**config.mk**
```make
export PLATFORM = sky130hd
export DESIGN_NAME = gwb_merge
export DESIGN_NICKNAME = d
export VERILOG_FILES = /design/src/rtl/core/gwb_pkg.sv /design/src/rtl/core/gwb_merge.sv
export SDC_FILE = /design/constraint.sdc
export NUM_CORES = 1
export LEC_CHECK = 0
export ABC_CLOCK_PERIOD_IN_PS = 800
export BUFFER_PORTS_ARGS = -buffer_cell sky130_fd_sc_hd__buf_2
export CORE_ASPECT_RATIO = 1.1
export CORE_MARGIN = 3
export CORE_UTILIZATION = 38
export CTS_CLUSTER_SIZE = 12
export DETAILED_ROUTE_END_ITERATION = 12
export PLACE_DENSITY_LB_ADDON = 0.1
export SYNTH_ARGS = -nofsm -noshare
export SYNTH_HDL_FRONTEND = slang
export SYNTH_SLANG_ARGS = --single-unit
```
**constraint.sdc**
```tcl
create_clock -name clk -period 0.8 [get_ports clk]
set_clock_uncertainty 0.05 [all_clocks]
set_input_delay 0.04 -clock clk [delete_from_list [all_inputs] [get_ports clk]]
set_output_delay 0.04 -clock clk [all_outputs]
set_load 0.02 [all_outputs]
```
**src/rtl/core/gwb_pkg.sv**
```systemverilog
// ----------------------------------------------------------------------------
// gwb_pkg
// Types and constants shared by the gray-world white balance core.
// ----------------------------------------------------------------------------
package gwb_pkg;

  localparam int MAX_PIXELS = 65536;
  localparam int PIX_W      = (MAX_PIXELS > 1) ? $clog2(MAX_PIXELS) : 1;
  localparam int CNT_W      = PIX_W + 1;
  localparam int CH_W       = 8;
  localparam int NUM_CH     = 3;
  localparam int PX_W       = CH_W * NUM_CH;
  localparam int SUM_W      = CNT_W + 7;

  localparam logic       FUNC_LOAD = 1'b0;
  localparam logic       FUNC_READ = 1'b1;
  localparam logic [1:0] STEP_LAST = 2'd3;

  typedef enum logic [2:0] {
    ST_IDLE,
    ST_MEAN_INIT,
    ST_MEAN,
    ST_MEAN_WB,
    ST_FETCH,
    ST_BAL,
    ST_DONE
  } gwb_state_t;

  typedef struct packed {
    logic       clear;
    logic       acc;
    logic       mean_start;
    logic       bal_start;
    logic       iter;
    logic       mean_latch;
    logic [1:0] step;
  } gwb_ctrl_t;

endpackage

```
**src/rtl/core/gwb_merge.sv**
```systemverilog
// ----------------------------------------------------------------------------
// gwb_merge
// Combines the three lane results into one pixel in the output register.
// ----------------------------------------------------------------------------
module gwb_merge
  import gwb_pkg::*;
(
  input  logic            clk,
  input  logic            rst,
  input  logic            load,
  input  logic [CH_W-1:0] res [NUM_CH],
  input  logic            last_in,
  output logic            free,
  output logic            m_tvalid,
  input  logic            m_tready,
  output logic [PX_W-1:0] m_tdata,
  output logic            m_tlast
);

  assign free = !m_tvalid || m_tready;

  always_ff @(posedge clk) begin
    if (rst) begin
      m_tvalid <= 1'b0;
    end else if (load) begin
      m_tvalid <= 1'b1;
    end else if (m_tready) begin
      m_tvalid <= 1'b0;
    end
  end

  always_ff @(posedge clk) begin
    if (load) begin
      for (int i = 0; i < NUM_CH; i++) begin
        m_tdata[CH_W*i +: CH_W] <= res[i];
      end
      m_tlast <= last_in;
    end
  end

endmodule

```
# After elaboration in Yosys (flattened, before gate mapping)
# Cells that the tools add are included.
[word_totals]
ff_bits = 26
output_inout_bits = 27
input_bits = 29
word_cells = 8
[op_classes]
reduce_logical = 3
muxes = 2
[ops]
columns = ["cell", "count"]
rows = [
  ["$mux 1", 2],
  ["$reduce_bool 2->1", 1],
  ["$logic_not 1->1", 1],
  ["$logic_or 1x1->1", 1],
]

# Depth between registers and ports, before layout
[logic_depth]
ltp_word = 2
depth_mapped = 2
ltp_nobuf = 2

# Least setup slack after synthesis
# OpenSTA, ideal clock, no wires.
[synth_timing]
path_type = "reg2reg"
startpoint = "register m_tvalid (netlist name)"
endpoint = "register m_tvalid"
setup_ns = 0.066
n_path_buf = 0
path_slack_ns = -0.024
t_required_ns = 0.684
t_arrival_ns = 0.707
path_stages_with_launch = 3
period_less_slack_ns = 0.824
path_cell_list = "dfxtp_1 nand2b_4 a21oi_2"
[synth_rtl]
columns = ["item", "line", "text"]
rows = [
  ["end signal: assignment", "gwb_merge.sv:24", "m_tvalid <= 1'b0;"],
  ["end signal: assignment", "gwb_merge.sv:26", "m_tvalid <= 1'b1;"],
  ["end signal: assignment", "gwb_merge.sv:28", "m_tvalid <= 1'b0;"],
  ["end: declaration", "gwb_merge.sv:14", "output logic m_tvalid,"],
]

# Worst setup path after layout
[layout_timing]
startpoint = "register m_tdata[9]"
endpoint = "output port m_tdata[9]"
[layout_rtl]
columns = ["item", "line", "text"]
rows = [
  ["start: declaration", "gwb_merge.sv:16", "output logic [PX_W-1:0] m_tdata,"],
  ["start signal: indexed assignment", "gwb_merge.sv:35", "m_tdata[CH_W*i +: CH_W] <= res[i];"],
]
# No word-level cell between the ends.

==> impl_metrics.yaml <==
placement:
  io_buffers: 55
  gp_congestion: 0.609
  dp_hpwl_mm: 1.15
detailed_routing:
  num_vias: 601
  ant_nets: 0
  drt_iter0_drc: 2
  drc: 0
  routedWlPerCell_um: 14.2
  vias_per_cell: 4.20
  firstDrtPassIters: 4
  drt_wl_total_mm: 2.04
clocking:
  holdBufCountCts: 26
  clock_latency_ns: 0.30
  numCtsBuffers: 3
  cts_tree: "yes"
  htreeDepth: 1
  cts.sinks: 26
  clkTransAtPathRegs_ns: 0.12
  clk_root_buffer_cell: "clkbuf_4"
  clock_path_buffers: 2
timing:
  setup_tns_ns: -3.83
  max_freq_mhz: 1030
  fin_crit_sh_pct: 122
  worst_pin_slew_ns: 0.123
  whs_ns: -0.0334
  maxSlewViolCount: 0
  rsz0062_at_grt: "true"
  fin_ws_ns: -0.173
  finalCriticalPeriod_ns: 0.973
  hold_viol: 1
  setup_viol_count_final: 27
  maxSlewHeadroom_pct: 91.8
power:
  peakVddDrop_v: 0.00133
  cellPowerDensity_mw_per_mm2: 1750
  leakage_uw: 0.000669
flow_run:
  drv_cap: 0
logic_synthesis:
  syn-num-nets: 58
  syn-instance-count: 29
  netlist_area_um2: 797
  ys_seq_area_share_pct: 96.7
  ys_ff_latch: 26
  ys_warn_count: 0
  synthDistinctLibCells: 5
  synth.avg_cell_area_um2: 27.5
global_route:
  grt_pass1_vias: 622
  grt.overflow.total: 0
  grt_start_max_net_pins: 16
  antenna_found_initial: 0
  grt_first_pass_wirelength_mm: 2.93
  track_usage_pct: 15.4
setup_path:
  r2r_slack_ns: 0.11
  cpPeakStageDelay_ns: 0.43
  crit_family: "flip-flops"
  path_cells: "buf_6"
  timing.rr.start: "m_tvalid"
  path_buf_inv: 1
  worst_setup_path_start_kind: "flop"
  path_class: "reg2out"
  arrival_ns: 0.88
  critPathCaptureType: "output port"
  cpMaxStageDelayCell: "edfxtp_1"
  crit_fanout: 1
  worstSetupStartpoint: "m_tdata[9]"
  required_ns: 0.71
finish:
  final_common_cell: "buf_2"
  drive_gt1_share_pct: 54.3
  antenna_cells: 0
  final.fill_count: 110
  regArea_um2: 774
  syn_to_final_growth_pct: 95.9
  post-route-util_pct: 83.0
  multi_input_area_um2: 22.5
  nets: 146
  mostFrequentLayoutCells: "buf_2, dlygate4sd3_1, edfxtp_1"
status:
  status: "finished with violations"
  failed_checks: "hold timing, setup timing"
worst_hold_path:
  hold_class: "in2reg"
  holdCritStartpoint: "m_tready"
floorplanning:
  dieArea_mm2: 0.00268
  start_util_pct: 42.4
  die_width_um: 49.7
  boundaryPins: 56
  fp.dieH_um: 54.0
  fp-row-count: 16
  core_mm2: 0.00188
[routing by layer]
layer	global-route usage, %	part of all wire, %	up-vias
met5	0	0	-
met4	4.15	0	0
met3	4.99	7.2	0
met2	30.6	60	32
met1	15.5	33	279
li1	-	-	290
[Yosys cell counts]
cell | instances | share of area [%]
nand2b_4 | 1 | 1.7
edfxtp_1 | 25 | 94
inv_1 | 1 | 0.47
a21oi_2 | 1 | 1.1
dfxtp_1 | 1 | 2.5
[cells by family (layout without fill, tap and decap cells)]
| group | count (synthesis) | count (layout) | synth area share (%) |
|---|---|---|---|
| simple gates | 1 | 1 | 1.73 |
| flops | 26 | 26 | 96.7 |
| buf+inv | 1 | 88 | 0.471 |
| compound gates | 1 | 1 | 1.10 |
[where the power goes]
part	switching, uW	total [uW]	internal, uW
Combinational	247	559	312
Sequential	46.0	1650	1610
Clock	338	520	182
Total	631	2730	2100
[flip-flops by register name, indices dropped and copies added, names as in the netlist]
name and flops:
m_tlast 1, m_tdata 24, m_tvalid 1
[stage by stage]
stage | hold WS, ns | instances | setup slack, ns | total power, uW | area (um^2)
6_report | -0.0334 | 143 | -0.173 | 2730 | 1560
2_1_floorplan | 0.0451 | 29 | 0.0697 | 1820 | 798
3_3_place_gp | 0.144 | 113 | 0.127 | 2030 | 1150
4_1_cts | -0.0523 | 143 | -0.184 | 2670 | 1480
5_1_grt | -0.0447 | 143 | -0.230 | 2850 | 1560
3_5_place_dp | 0.154 | 113 | 0.115 | 2030 | 1150
[path summary, 6_finish.rpt]
path	endpoint	depth (start not counted)
hold / removal	m_tvalid	3
setup / recovery	m_tdata[9]	1
hold reg to reg	m_tvalid	2
setup reg to reg	m_tvalid	2
[repair_timing]
action / in CTS / in global routing
endpoints found under the setup margin: 27 / 27
setup buffers: 0 / 0
resized for setup: 14 / 27
hold endpoints to repair: 26 / 1
[layout make-up]
| type | instances | share of cell area (%) |
|---|---|---|
| Sequential cell | 26 | 49.6 |
| Timing Repair Buffer | 83 | 44.9 |
| Tap cell | 27 | 2.16 |
| Multi-Input combinational cell | 2 | 1.44 |
| Clock buffer | 3 | 1.44 |
| Clock inverter | 1 | 0.240 |
| Inverter | 1 | 0.240 |
Power figures use the tool's default switching activity.
