[src/rtl/core/gwb_pkg.sv]
// ----------------------------------------------------------------------------
// gwb_pkg
// Types and constants shared by the gray-world white balance core.
// ----------------------------------------------------------------------------
package gwb_pkg;

  localparam int MAX_PIXELS = 65536;
  localparam int PIX_W      = (MAX_PIXELS > 1) ? $clog2(MAX_PIXELS) : 1;
  localparam int CNT_W      = PIX_W + 1;
  localparam int CH_W       = 8;
  localparam int NUM_CH     = 3;
  localparam int PX_W       = CH_W * NUM_CH;
  localparam int SUM_W      = CNT_W + 7;

  localparam logic       FUNC_LOAD = 1'b0;
  localparam logic       FUNC_READ = 1'b1;
  localparam logic [1:0] STEP_LAST = 2'd3;

  typedef enum logic [2:0] {
    ST_IDLE,
    ST_MEAN_INIT,
    ST_MEAN,
    ST_MEAN_WB,
    ST_FETCH,
    ST_BAL,
    ST_DONE
  } gwb_state_t;

  typedef struct packed {
    logic       clear;
    logic       acc;
    logic       mean_start;
    logic       bal_start;
    logic       iter;
    logic       mean_latch;
    logic [1:0] step;
  } gwb_ctrl_t;

endpackage

[src/rtl/core/gwb_lane.sv]
// ----------------------------------------------------------------------------
// gwb_lane
// One color channel: running sum, mean register and a radix-4 restoring
// divider producing an 8-bit quotient for the mean and the balanced value.
// ----------------------------------------------------------------------------
module gwb_lane
  import gwb_pkg::*;
(
  input  logic            clk,
  input  logic            rst,
  input  gwb_ctrl_t       ctrl,
  input  logic [CH_W-1:0] pix_in,
  input  logic [CH_W-1:0] rd_pix,
  input  logic [CNT_W-1:0] count,
  output logic [CH_W-1:0] result
);

  logic [SUM_W-1:0] sum;
  logic [CH_W-1:0]  mean;
  logic [SUM_W-1:0] rem;
  logic [SUM_W-1:0] rem_next;
  logic [CNT_W-1:0] dvs;
  logic [CH_W-1:0]  quo;
  logic [CH_W-1:0]  quo_next;
  logic             sat;
  logic             zero;

  logic [SUM_W-1:0] dsh_hi;
  logic [SUM_W-1:0] dsh_lo;
  logic [SUM_W-1:0] rem_mid;
  logic             bit_hi;
  logic             bit_lo;

  always_comb begin
    dsh_hi   = SUM_W'(dvs) << {ctrl.step, 1'b1};
    dsh_lo   = SUM_W'(dvs) << {ctrl.step, 1'b0};
    bit_hi   = (rem >= dsh_hi);
    rem_mid  = bit_hi ? (rem - dsh_hi) : rem;
    bit_lo   = (rem_mid >= dsh_lo);
    rem_next = bit_lo ? (rem_mid - dsh_lo) : rem_mid;
    quo_next = quo | (CH_W'(bit_hi) << {ctrl.step, 1'b1})
                   | (CH_W'(bit_lo) << {ctrl.step, 1'b0});
    result   = sat ? {CH_W{1'b1}} : (zero ? '0 : quo);
  end

  always_ff @(posedge clk) begin
    if (rst) begin
      sum  <= '0;
      mean <= '0;
    end else begin
      if (ctrl.clear || ctrl.acc) begin
        sum <= (ctrl.clear ? '0 : sum) + (ctrl.acc ? SUM_W'(pix_in) : '0);
      end
      if (ctrl.mean_latch) begin
        mean <= result;
      end
    end
  end

  always_ff @(posedge clk) begin
    if (ctrl.mean_start) begin
      rem  <= sum;
      dvs  <= count;
      quo  <= '0;
      sat  <= 1'b0;
      zero <= (count == '0);
    end else if (ctrl.bal_start) begin
      rem  <= SUM_W'({rd_pix, 7'b0});
      dvs  <= CNT_W'(mean);
      quo  <= '0;
      zero <= (rd_pix == '0);
      sat  <= (rd_pix != '0) &&
              ((mean == '0) || ({1'b0, rd_pix} >= {mean, 1'b0}));
    end else if (ctrl.iter) begin
      rem <= rem_next;
      quo <= quo_next;
    end
  end

endmodule

[config.mk]
export PLATFORM = sky130hd
export DESIGN_NAME = gwb_lane
export DESIGN_NICKNAME = d
export VERILOG_FILES = /design/src/rtl/core/gwb_pkg.sv /design/src/rtl/core/gwb_lane.sv
export SDC_FILE = /design/constraint.sdc
export NUM_CORES = 1
export LEC_CHECK = 0
export BUFFER_PORTS_ARGS = -buffer_cell sky130_fd_sc_hd__buf_2
export CAP_MARGIN = 0
export CORE_UTILIZATION = 40
export CTS_CLUSTER_DIAMETER = 150
export DETAILED_ROUTE_END_ITERATION = 6
export PLACE_DENSITY = 0.58
export SYNTH_ARGS = -nofsm -noshare
export SYNTH_HDL_FRONTEND = slang
export SYNTH_SLANG_ARGS = --single-unit
[constraint.sdc]
create_clock -name clk -period 18.6 [get_ports clk]
set_clock_uncertainty 0.05 [all_clocks]
set_input_delay 1.86 -clock clk [delete_from_list [all_inputs] [get_ports clk]]
set_output_delay 1.86 -clock clk [all_outputs]
set_load 0.01 [all_outputs]
; ---- After elaboration in Yosys (flattened, before gate mapping)
; Cells that the tools add are included.
[op_classes]
n_bitwise = 2
n_addsub = 3
n_shift = 4
muxes = 13
n_reduce_logical = 10
order_cmp = 3
[ops]
columns = cell, count
row1 = 24-bit 2-to-1 mux, 6
row2 = 24-bit >= comparator, 2
row3 = 17-bit by 3-bit << shifter with 24-bit output, 2
row4 = 24-bit subtractor, 2
row5 = 17-bit 2-to-1 mux, 2
row6 = 24-bit by 8-bit adder with 24-bit output, 1
row7 = 8-bit 2-to-1 mux, 3
row8 = 17-bit zero test, 1
row9 = 8-bit zero test, 2
row10 = 8-bit OR, 2
row11 = 1-bit by 3-bit << shifter with 8-bit output, 2
row12 = 8-bit by 9-bit >= comparator with 1-bit output, 1
row13 = 8-bit nonzero test, 1
row14 = 3-bit nonzero test, 1
row15 = 1-bit logical OR, 2
row16 = 1-bit 2-to-1 mux, 2
row17 = 2-bit nonzero test, 1
row18 = 2-bit OR reduction, 1
row19 = 1-bit logical AND, 1
[word_totals]
word_cells = 42
input_bits = 43
out_inout_bits = 8
ff_bits = 83

; ---- Longest topological paths before layout
; Gate-level depths: netlist of run 1.
[logic_depth]
word_depth = 8
mapped_depth = 27
depth_no_buf = 23

; ---- Worst setup path before layout of run 1
; Ideal clock, no wire load.
[synth_timing]
path_type = input -> register
startpoint = input port ctrl[0] in the netlist's numbering
endpoint = register rem[2], data pin
path_stages = 24
t_arrival_ns = 7.390
slack_ns = 10.903
t_required_ns = 18.293
setup_time_ns = 0.257
n_path_buf = 4
path_cell_list = clkbuf_1 buf_1 mux2_2 o21ai_0 ha_1 buf_2 nand3_1 nor3_1 o211ai_1 a311oi_1 nor2_2 a21oi_2 buf_2 mux2i_1 fa_1 a21oi_1 o22ai_1 o311a_1 o21a_1 a211o_1 nor3_4 o21ai_4 or2_2 a32o_1
[synth_via]
elab_chain_cells = 8
word_cells_on_any_way = 11
classes_between = add/sub: 2 / order compare: 2 / shift: 2 / mux: 5
[synth_lines]
columns = element, line
row1 = "start, declared", gwb_lane.sv:11  ; input gwb_ctrl_t ctrl,
row2 = 17-bit by 3-bit << shifter with 24-bit output, gwb_lane.sv:35  ; dsh_hi = SUM_W'(dvs) << {ctrl.step, 1'b1};
row3 = 24-bit subtractor / 24-bit >= comparator (equally long branches), "gwb_lane.sv:38, gwb_lane.sv:37"
row4 = 24-bit 2-to-1 mux, gwb_lane.sv:38  ; rem_mid = bit_hi ? (rem - dsh_hi) : rem;
row5 = 24-bit subtractor / 24-bit >= comparator (equally long branches), "gwb_lane.sv:40, gwb_lane.sv:39"
row6 = 24-bit 2-to-1 mux (*), gwb_lane.sv:40  ; rem_next = bit_lo ? (rem_mid - dsh_lo) : rem_mid;
row7 = 24-bit 2-to-1 mux (*), gwb_lane.sv:74  ; end else if (ctrl.iter) begin
row8 = 24-bit 2-to-1 mux (*), gwb_lane.sv:67  ; end else if (ctrl.bal_start) begin
row9 = 24-bit 2-to-1 mux (*), gwb_lane.sv:61  ; if (ctrl.mean_start) begin
row10 = "end signal, assigned", gwb_lane.sv:62  ; rem <= sum;
row11 = "end signal, assigned", gwb_lane.sv:68  ; rem <= SUM_W'({rd_pix, 7'b0});
row12 = "end signal, assigned", gwb_lane.sv:75  ; rem <= rem_next;
row13 = "end, declared", gwb_lane.sv:20  ; logic [SUM_W-1:0] rem;
; Mark *: on every way between the ends. The rest lies on a longest branch, timed or not. The select of a mux whose other input is x is not followed.
; A chain may end at the register's enable or synchronous reset.

; ---- Worst setup path after layout of run 1
; Same ends and word-level chain as after synthesis.

==> results of run 1 <==
## per-layer routing
layer	routed length, um	vias up	share of wire, %	global-route usage (%)
li1	-	3542	-	-
met1	11300	3327	49	34.2
met2	9790	210	43	35.8
met3	1410	32	6.1	4.25
met4	545	0	2.4	7.61
met5	0	-	0	0
## area by class of cell
cell class                 count  area share (%)
clock buffer                  13            2.86
clock inverter                 3           0.208
inverter                      54            2.41
multi-input combinational    765            62.6
sequential                    83            24.8
tap                          260            3.87
timing repair buffer          53            3.24
## cell families (layout without fill, tap and decap cells)
kind of cell	after synthesis	after routing	share of synthesized area [%]
AOI/OAI and AO/OA	288	288	24.5
xor gates and xnor gates	37	37	4.19
adders and majority gates	64	64	10.6
buffers and inverters	96	123	5.05
DFF	83	83	26.9
muxes	60	60	8.33
and+or+nand+nor	316	316	20.4
## per-stage QoR
stage / hold WS (ns) / power, W
2_1_floorplan: 0.387 / 0.00135
3_3_place_gp: 0.406 / 0.00165
3_5_place_dp: 0.409 / 0.00164
4_1_cts: 0.422 / 0.00181
5_1_grt: 0.457 / 0.00199
6_report: 0.430 / 0.00184
## sequential cells by signal, summed over array words and instances (netlist names)
signal,cells
dvs,17
quo,8
rem,24
mean,8
zero,1
sat,1
sum,24
## final timing paths
| kind | end | slack [ns] | cells past startpoint |
|---|---|---|---|
| max | rem[2] | 9.68 | 21 |
| max reg2reg | rem[2] | 11.32 | 20 |
| min reg2reg | sum[5] | 0.43 | 2 |
| min | sum[5] | 0.43 | 2 |
## where the power goes
group          internal, W  switching [W]  total, W  leakage (nW)
logic             0.000590       0.000817   0.00141          2.54
clock network    0.0000904      0.0000747  0.000165         0.125
registers         0.000235      0.0000315  0.000267         0.794
total             0.000915       0.000923   0.00184          3.46
## placed cells by master (no fill, tap or decap), drive strengths merged, types with 4 or more instances in the layout
cell	count
nor2b	15
or3	11
clkbuf	13
edfxtp	42
o21a	17
clkinv	4
nand2b	7
dfxtp	41
a21boi	4
xnor2	32
nand3	31
o211ai	8
nor4	11
xor2	5
buf	53
mux2i	25
nand2	74
a221oi	6
a31oi	11
o211a	4
and3	10
inv	53
a21oi	82
o21bai	7
or2	7
a211o	5
and2	20
nor3	21
o22ai	10
mux2	35
nand4	10
o21ai	61
a21o	15
ha	62
a211oi	24
nor2	78
nor3b	9
## tightest hold or removal path: cells and delay by family, from the launching register on
family,cells,cell delay [ns]
and+or+nand+nor,1,0.06
DFF,1,0.32
AOI/OAI and AO/OA,1,0.05
==> metrics.txt, run 1 <==
number of fillers in the final layout=1899; most frequent cell after synthesis=a21oi_1; WP buf/inv=1; hold_buf cts=0; number of flops mapped to enable cells by yosys=42; Gate Count Post-Synth=944; Critical Path End Type=flip-flop; CP max-delay cell=a21oi_4; Yosys top cell area share=16.3%; largest net degree at the start of global routing=47; Detail Route Antenna Nets=0; Hold Crit Class=flip-flop to flip-flop; Die W=141 um; Sequential Area=2080 sq um; async set-reset flop share out of synthesis=0%; first-pass GRT wire length=36.5 mm; post_cts resized=0; WL/cell=18.7 um; syn nets=1051; synthesized area=7730 sq um; final core occ=44.6%; Setup WS post-layout=9.68 ns; Top delay family on crit path=compound AO/OA/AOI/OAI gates; number of I/O port buffers=50; Synth area leaders=edfxtp_1 16%, dfxtp_1 11%, ha_1 10%, a21oi_1 5.2%, mux2_2 5.0%; post-DP HPWL=18.1 mm; gr usage total=23.8%; max-cap viol count=0; endpoints failing setup=0; most frequent cells after synthesis=81 x a21oi_1, 77 x nor2_1, 74 x nand2_1; Row Count=50; Final min period=8.92 ns; total number of vias=7111; Cell Area, Placed=8150 sq um; library cells used by synthesis=75; drt pass-1 iters=5; Area Growth Syn to Fin=8.74%; Most used DFF post-synth=edfxtp_1; final wirelength=23.0 mm; status=finished, final reports clean; Slew Limit Fails=0; relative slew slack=23.4%; largest area contributor in the netlist=edfxtp_1; pre-CTS worst setup slack=9.37 ns; max incr delay on CP=0.88 ns; measured slew at the worst slew-check pin=1.15 ns; PwrDens=219 nW/um^2; worst flop-to-flop path startpoint=dvs[6]; Root Buffer=clkbuf_16; Crit Path Category=primary input to flip-flop; period utilization=48.0%; Worst EP arrival=8.97 ns; multi-input logic area=5270 sq um; Synth Register Bits=83; Worst IR Drop VDD=0.117 mV; CTS clock-pin slew for the worst setup and hold paths=0.06 ns; vias in the first global route=6568; worst path cell trace=buf_2 > mux2_2 > o21ai_0 > ha_1 > nand3_1 > nor3_1 > o211ai_1 > a311oi_1 > nor2_2 > a21oi_4 > mux2i_1 > fa_1 > a21oi_1 > o22ai_1 > o311a_1 > o21a_1 > a211o_1 > nor3_4 > o21ai_4 > or2_2 > a32o_1; total grt overflow=0; DR iter-0 viols=582; CP required=18.65 ns; gpl congestion=0.932; CTS Buffer Depth=2; # IOs=51; Via density=5.78; sequential share of the synthesized area=26.9%; leakage=3.46 nW; layout cell share with drive strength beyond 1=12.0%; post-route design area=8410 sq um; clk sinks=83; Initial Utilization=41.1%; die outline area=19900 sq um; n_diodes=0; Worst Setup SP=ctrl[0]; Clk Latency, worst-skew pair=0.35 ns; HP Start=sum[5]; htree depth=3; crit-path max FO=32; postcts setup bufs=0; initial antenna violation count=1; TritonCTS buffer count=9; CTS tree=yes; Final nets=1073; CP Launch Type=primary input; RSZ-0062 raised after global routing=false; Final Hold Violating Endpoints=0; setup TNS=0 ns; Synth warnings=0; placed insts=1215; Core Region=18800 sq um; drt drc=0; Cell Count, Final, Fillers Out=1231; chip height=141 um; syn avg cell area=8.19 sq um; Max Fclk=112 MHz
No activity file was read; power rests on OpenSTA's default activity.
==> run 2: changes to the inputs <==
==> constraint.sdc (replaced) <==
create_clock -name clk -period 9.3 [get_ports clk]
set_clock_uncertainty 0.05 [all_clocks]
set_input_delay 0.93 -clock clk [delete_from_list [all_inputs] [get_ports clk]]
set_output_delay 0.93 -clock clk [all_outputs]
set_load 0.01 [all_outputs]
==> run 2 against run 1 <==
  * Core utilization increased by 0.32 points
  * Non-clock buffer count rose by 3
  * Sequential share of layout area down 0.18 points
  * Worst hold slack got worse by 0.011 ns
  * Critical path depth is 1 higher
  * Largest power group unchanged
  * Combinational power grew 99%
==> metrics.txt, run 2 (synthesis results as in run 1) <==
R2R Setup Slk=2.15 ns (-9.17 ns); Root Buffer=clkbuf_16; first-pass GRT wire length=37.5 mm (+2.8%); Final Hold Violating Endpoints=0 (unchanged); n_diodes=0 (unchanged); die outline area=19900 sq um (unchanged); vias in the first global route=6801 (+3.5%); Initial Utilization=41.1% (unchanged); RSZ-0062 raised after global routing=false; worst hold path depth=2 (unchanged); worst path cell trace=buf_2 > mux2_2 > o21ai_0 > ha_1 > nand3_1 > nor3_1 > o211ai_1 > a311oi_1 > nor2_2 > a21oi_4 > buf_4 > mux2_2 > ha_1 > a21o_1 > a21o_1 > a21oi_1 > o31ai_1 > a211o_1 > nor3_4 > o21ai_4 > or2_2 > a32o_1; TritonCTS buffer count=9 (unchanged); crit-path max FO=27 (-16%); CTS clock-pin slew for the worst setup and hold paths=0.08 ns (+0.02 ns); clk sinks=83 (unchanged); R2R depth=21 (+5.0%); initial antenna violation count=1 (unchanged); Top delay family on crit path=compound AO/OA/AOI/OAI gates; drt drc=0 (unchanged); largest net degree at the start of global routing=47 (unchanged); CP required=9.36 ns (-9.29 ns); post-DP HPWL=18.1 mm (-0.24%); # IOs=51 (unchanged); total number of vias=7165 (+0.76%); Die W=141 um (unchanged); Final nets=1076 (+0.28%); Detail Route Antenna Nets=0 (unchanged); pre-CTS worst setup slack=1.13 ns (-8.25 ns); Worst IR Drop VDD=0.234 mV (+99%); postcts setup bufs=0 (unchanged); Worst R2R End=rem[2]; Crit Path Category=primary input to flip-flop; relative slew slack=27.5% (+4.1 points); final wirelength=22.9 mm (-0.41%); CTS Buffer Depth=2 (unchanged); Worst EP arrival=7.93 ns (-1.04 ns); Critical Path End Type=flip-flop; Core Region=18800 sq um (unchanged); gr usage total=24.2% (+0.42 points); Hold WS=0.419 ns (-0.0107 ns); Via density=5.81 (+0.51%); Max Fclk=127 MHz; Final min period=7.87 ns; worst flop-to-flop path startpoint=dvs[12]; Hold Path Sink=sum[0]; Row Count=50 (unchanged); post-route design area=8470 sq um (+0.71%); WL/cell=18.6 um (-0.65%); max-cap viol count=0 (unchanged); CTS tree=yes; Setup WS post-layout=1.43 ns (-8.25 ns); status=finished, final reports clean; PwrDens=437 nW/um^2 (+100%); CP max-delay cell=a21oi_4; CP Launch Type=primary input; Slew Limit Fails=0 (unchanged); Critical Path Stages=22 (+4.8%); htree depth=3 (unchanged); max incr delay on CP=0.54 ns (-0.34 ns); most frequent cells in the layout=81 x a21oi_1, 77 x nor2_1, 74 x nand2_1; WP buf/inv=2 (+1); gpl congestion=0.974 (+4.5%); drt pass-1 iters=5 (unchanged); measured slew at the worst slew-check pin=1.08 ns (-0.0658 ns); HP Start=sum[0]; hold_buf cts=0 (unchanged); chip height=141 um (unchanged); setup TNS=0 ns (unchanged); post_cts resized=0 (unchanged); layout cell share with drive strength beyond 1=12.6% (+0.58 points); biggest regs=rem: 24 flops, sum: 24 flops, dvs: 17 flops; number of I/O port buffers=50 (unchanged); total grt overflow=0 (unchanged); Hold Crit Class=flip-flop to flip-flop; Area Growth Syn to Fin=9.52%; DR iter-0 viols=494 (-15%); period utilization=84.6%; endpoints failing setup=0 (unchanged); leakage=3.49 nW (+0.98%); Total Power=0.00370 W (+100%); Clk Latency, worst-skew pair=0.35 ns (about the same); most common cell after layout, fill and taps aside=a21oi_1; Cell Area, Placed=8170 sq um (+0.28%)
[run 2: cell types whose count changed in the layout (fill, tap and decap cells not counted)]
cell and change:
buf_4 +3, clkinv_4 +1, clkinv_1 +1, clkbuf_1 -4, inv_8 +1, clkinv_2 -1, inv_6 +1, clkbuf_16 +1
[run 2: worst max-delay path by stage]
| stage | slack (ns) | from | endpoint |
|---|---|---|---|
| final | 1.43 | ctrl[0] | rem[2] |
| after global routing | 1.08 | ctrl[0] | rem[2] |
| after CTS | 1.49 | ctrl[0] | rem[2] |
| after detailed placement | 1.13 | ctrl[0] | rem[2] |
| after global placement | 1.31 | ctrl[0] | rem[2] |
| after floorplan | 2.53 | ctrl[0] | rem[2] |
[run 2: worst register-to-register path: stages, from the launching register on]
cell      delay [ns]
edfxtp_1        0.40
mux2_2          0.29
o21ai_0         0.47
ha_1            0.38
nand3_1         0.12
nor3_1          0.39
o211ai_1        0.26
a311oi_1        0.44
nor2_2          0.14
a21oi_4         0.54
buf_4           0.36
mux2_2          0.38
ha_1            0.35
a21o_1          0.20
a21o_1          0.17
a21oi_1         0.17
o31ai_1         0.12
a211o_1         0.35
nor3_4          0.34
o21ai_4         0.33
or2_2           0.41
a32o_1          0.24
[run 2: metrics by stage]
stage                     util, %  instances
final                        45.0       1234
after global routing         45.0       1234
after CTS                    45.0       1234
after detailed placement     43.4       1218
after global placement       43.4       1218
after floorplan                 -        944
[run 2: final cells by class]
cell class	count	area (sq um)
clock inverters	6	45.0
well taps	260	325
inverters	54	203
flip-flops and latches	83	2080
clock buffers	10	250
fillers	1870	10400
repair buffers	56	295
multi-input cells	765	5270
[run 2: layer usage]
metal | routed length (um) | global-route usage (%) | vias up
met5 | 0 | 0 | -
met4 | 633 | 7.78 | 0
met3 | 1120 | 3.77 | 34
met2 | 9860 | 37.6 | 197
met1 | 11300 | 34.2 | 3387
li1 | - | - | 3547
[run 2: power breakdown]
part,switching [W],internal [W],leakage [nW]
Clock,0.000165,0.000200,0.145
Sequential,0.0000642,0.000470,0.794
Combinational,0.00162,0.00118,2.56
Total,0.00185,0.00185,3.49
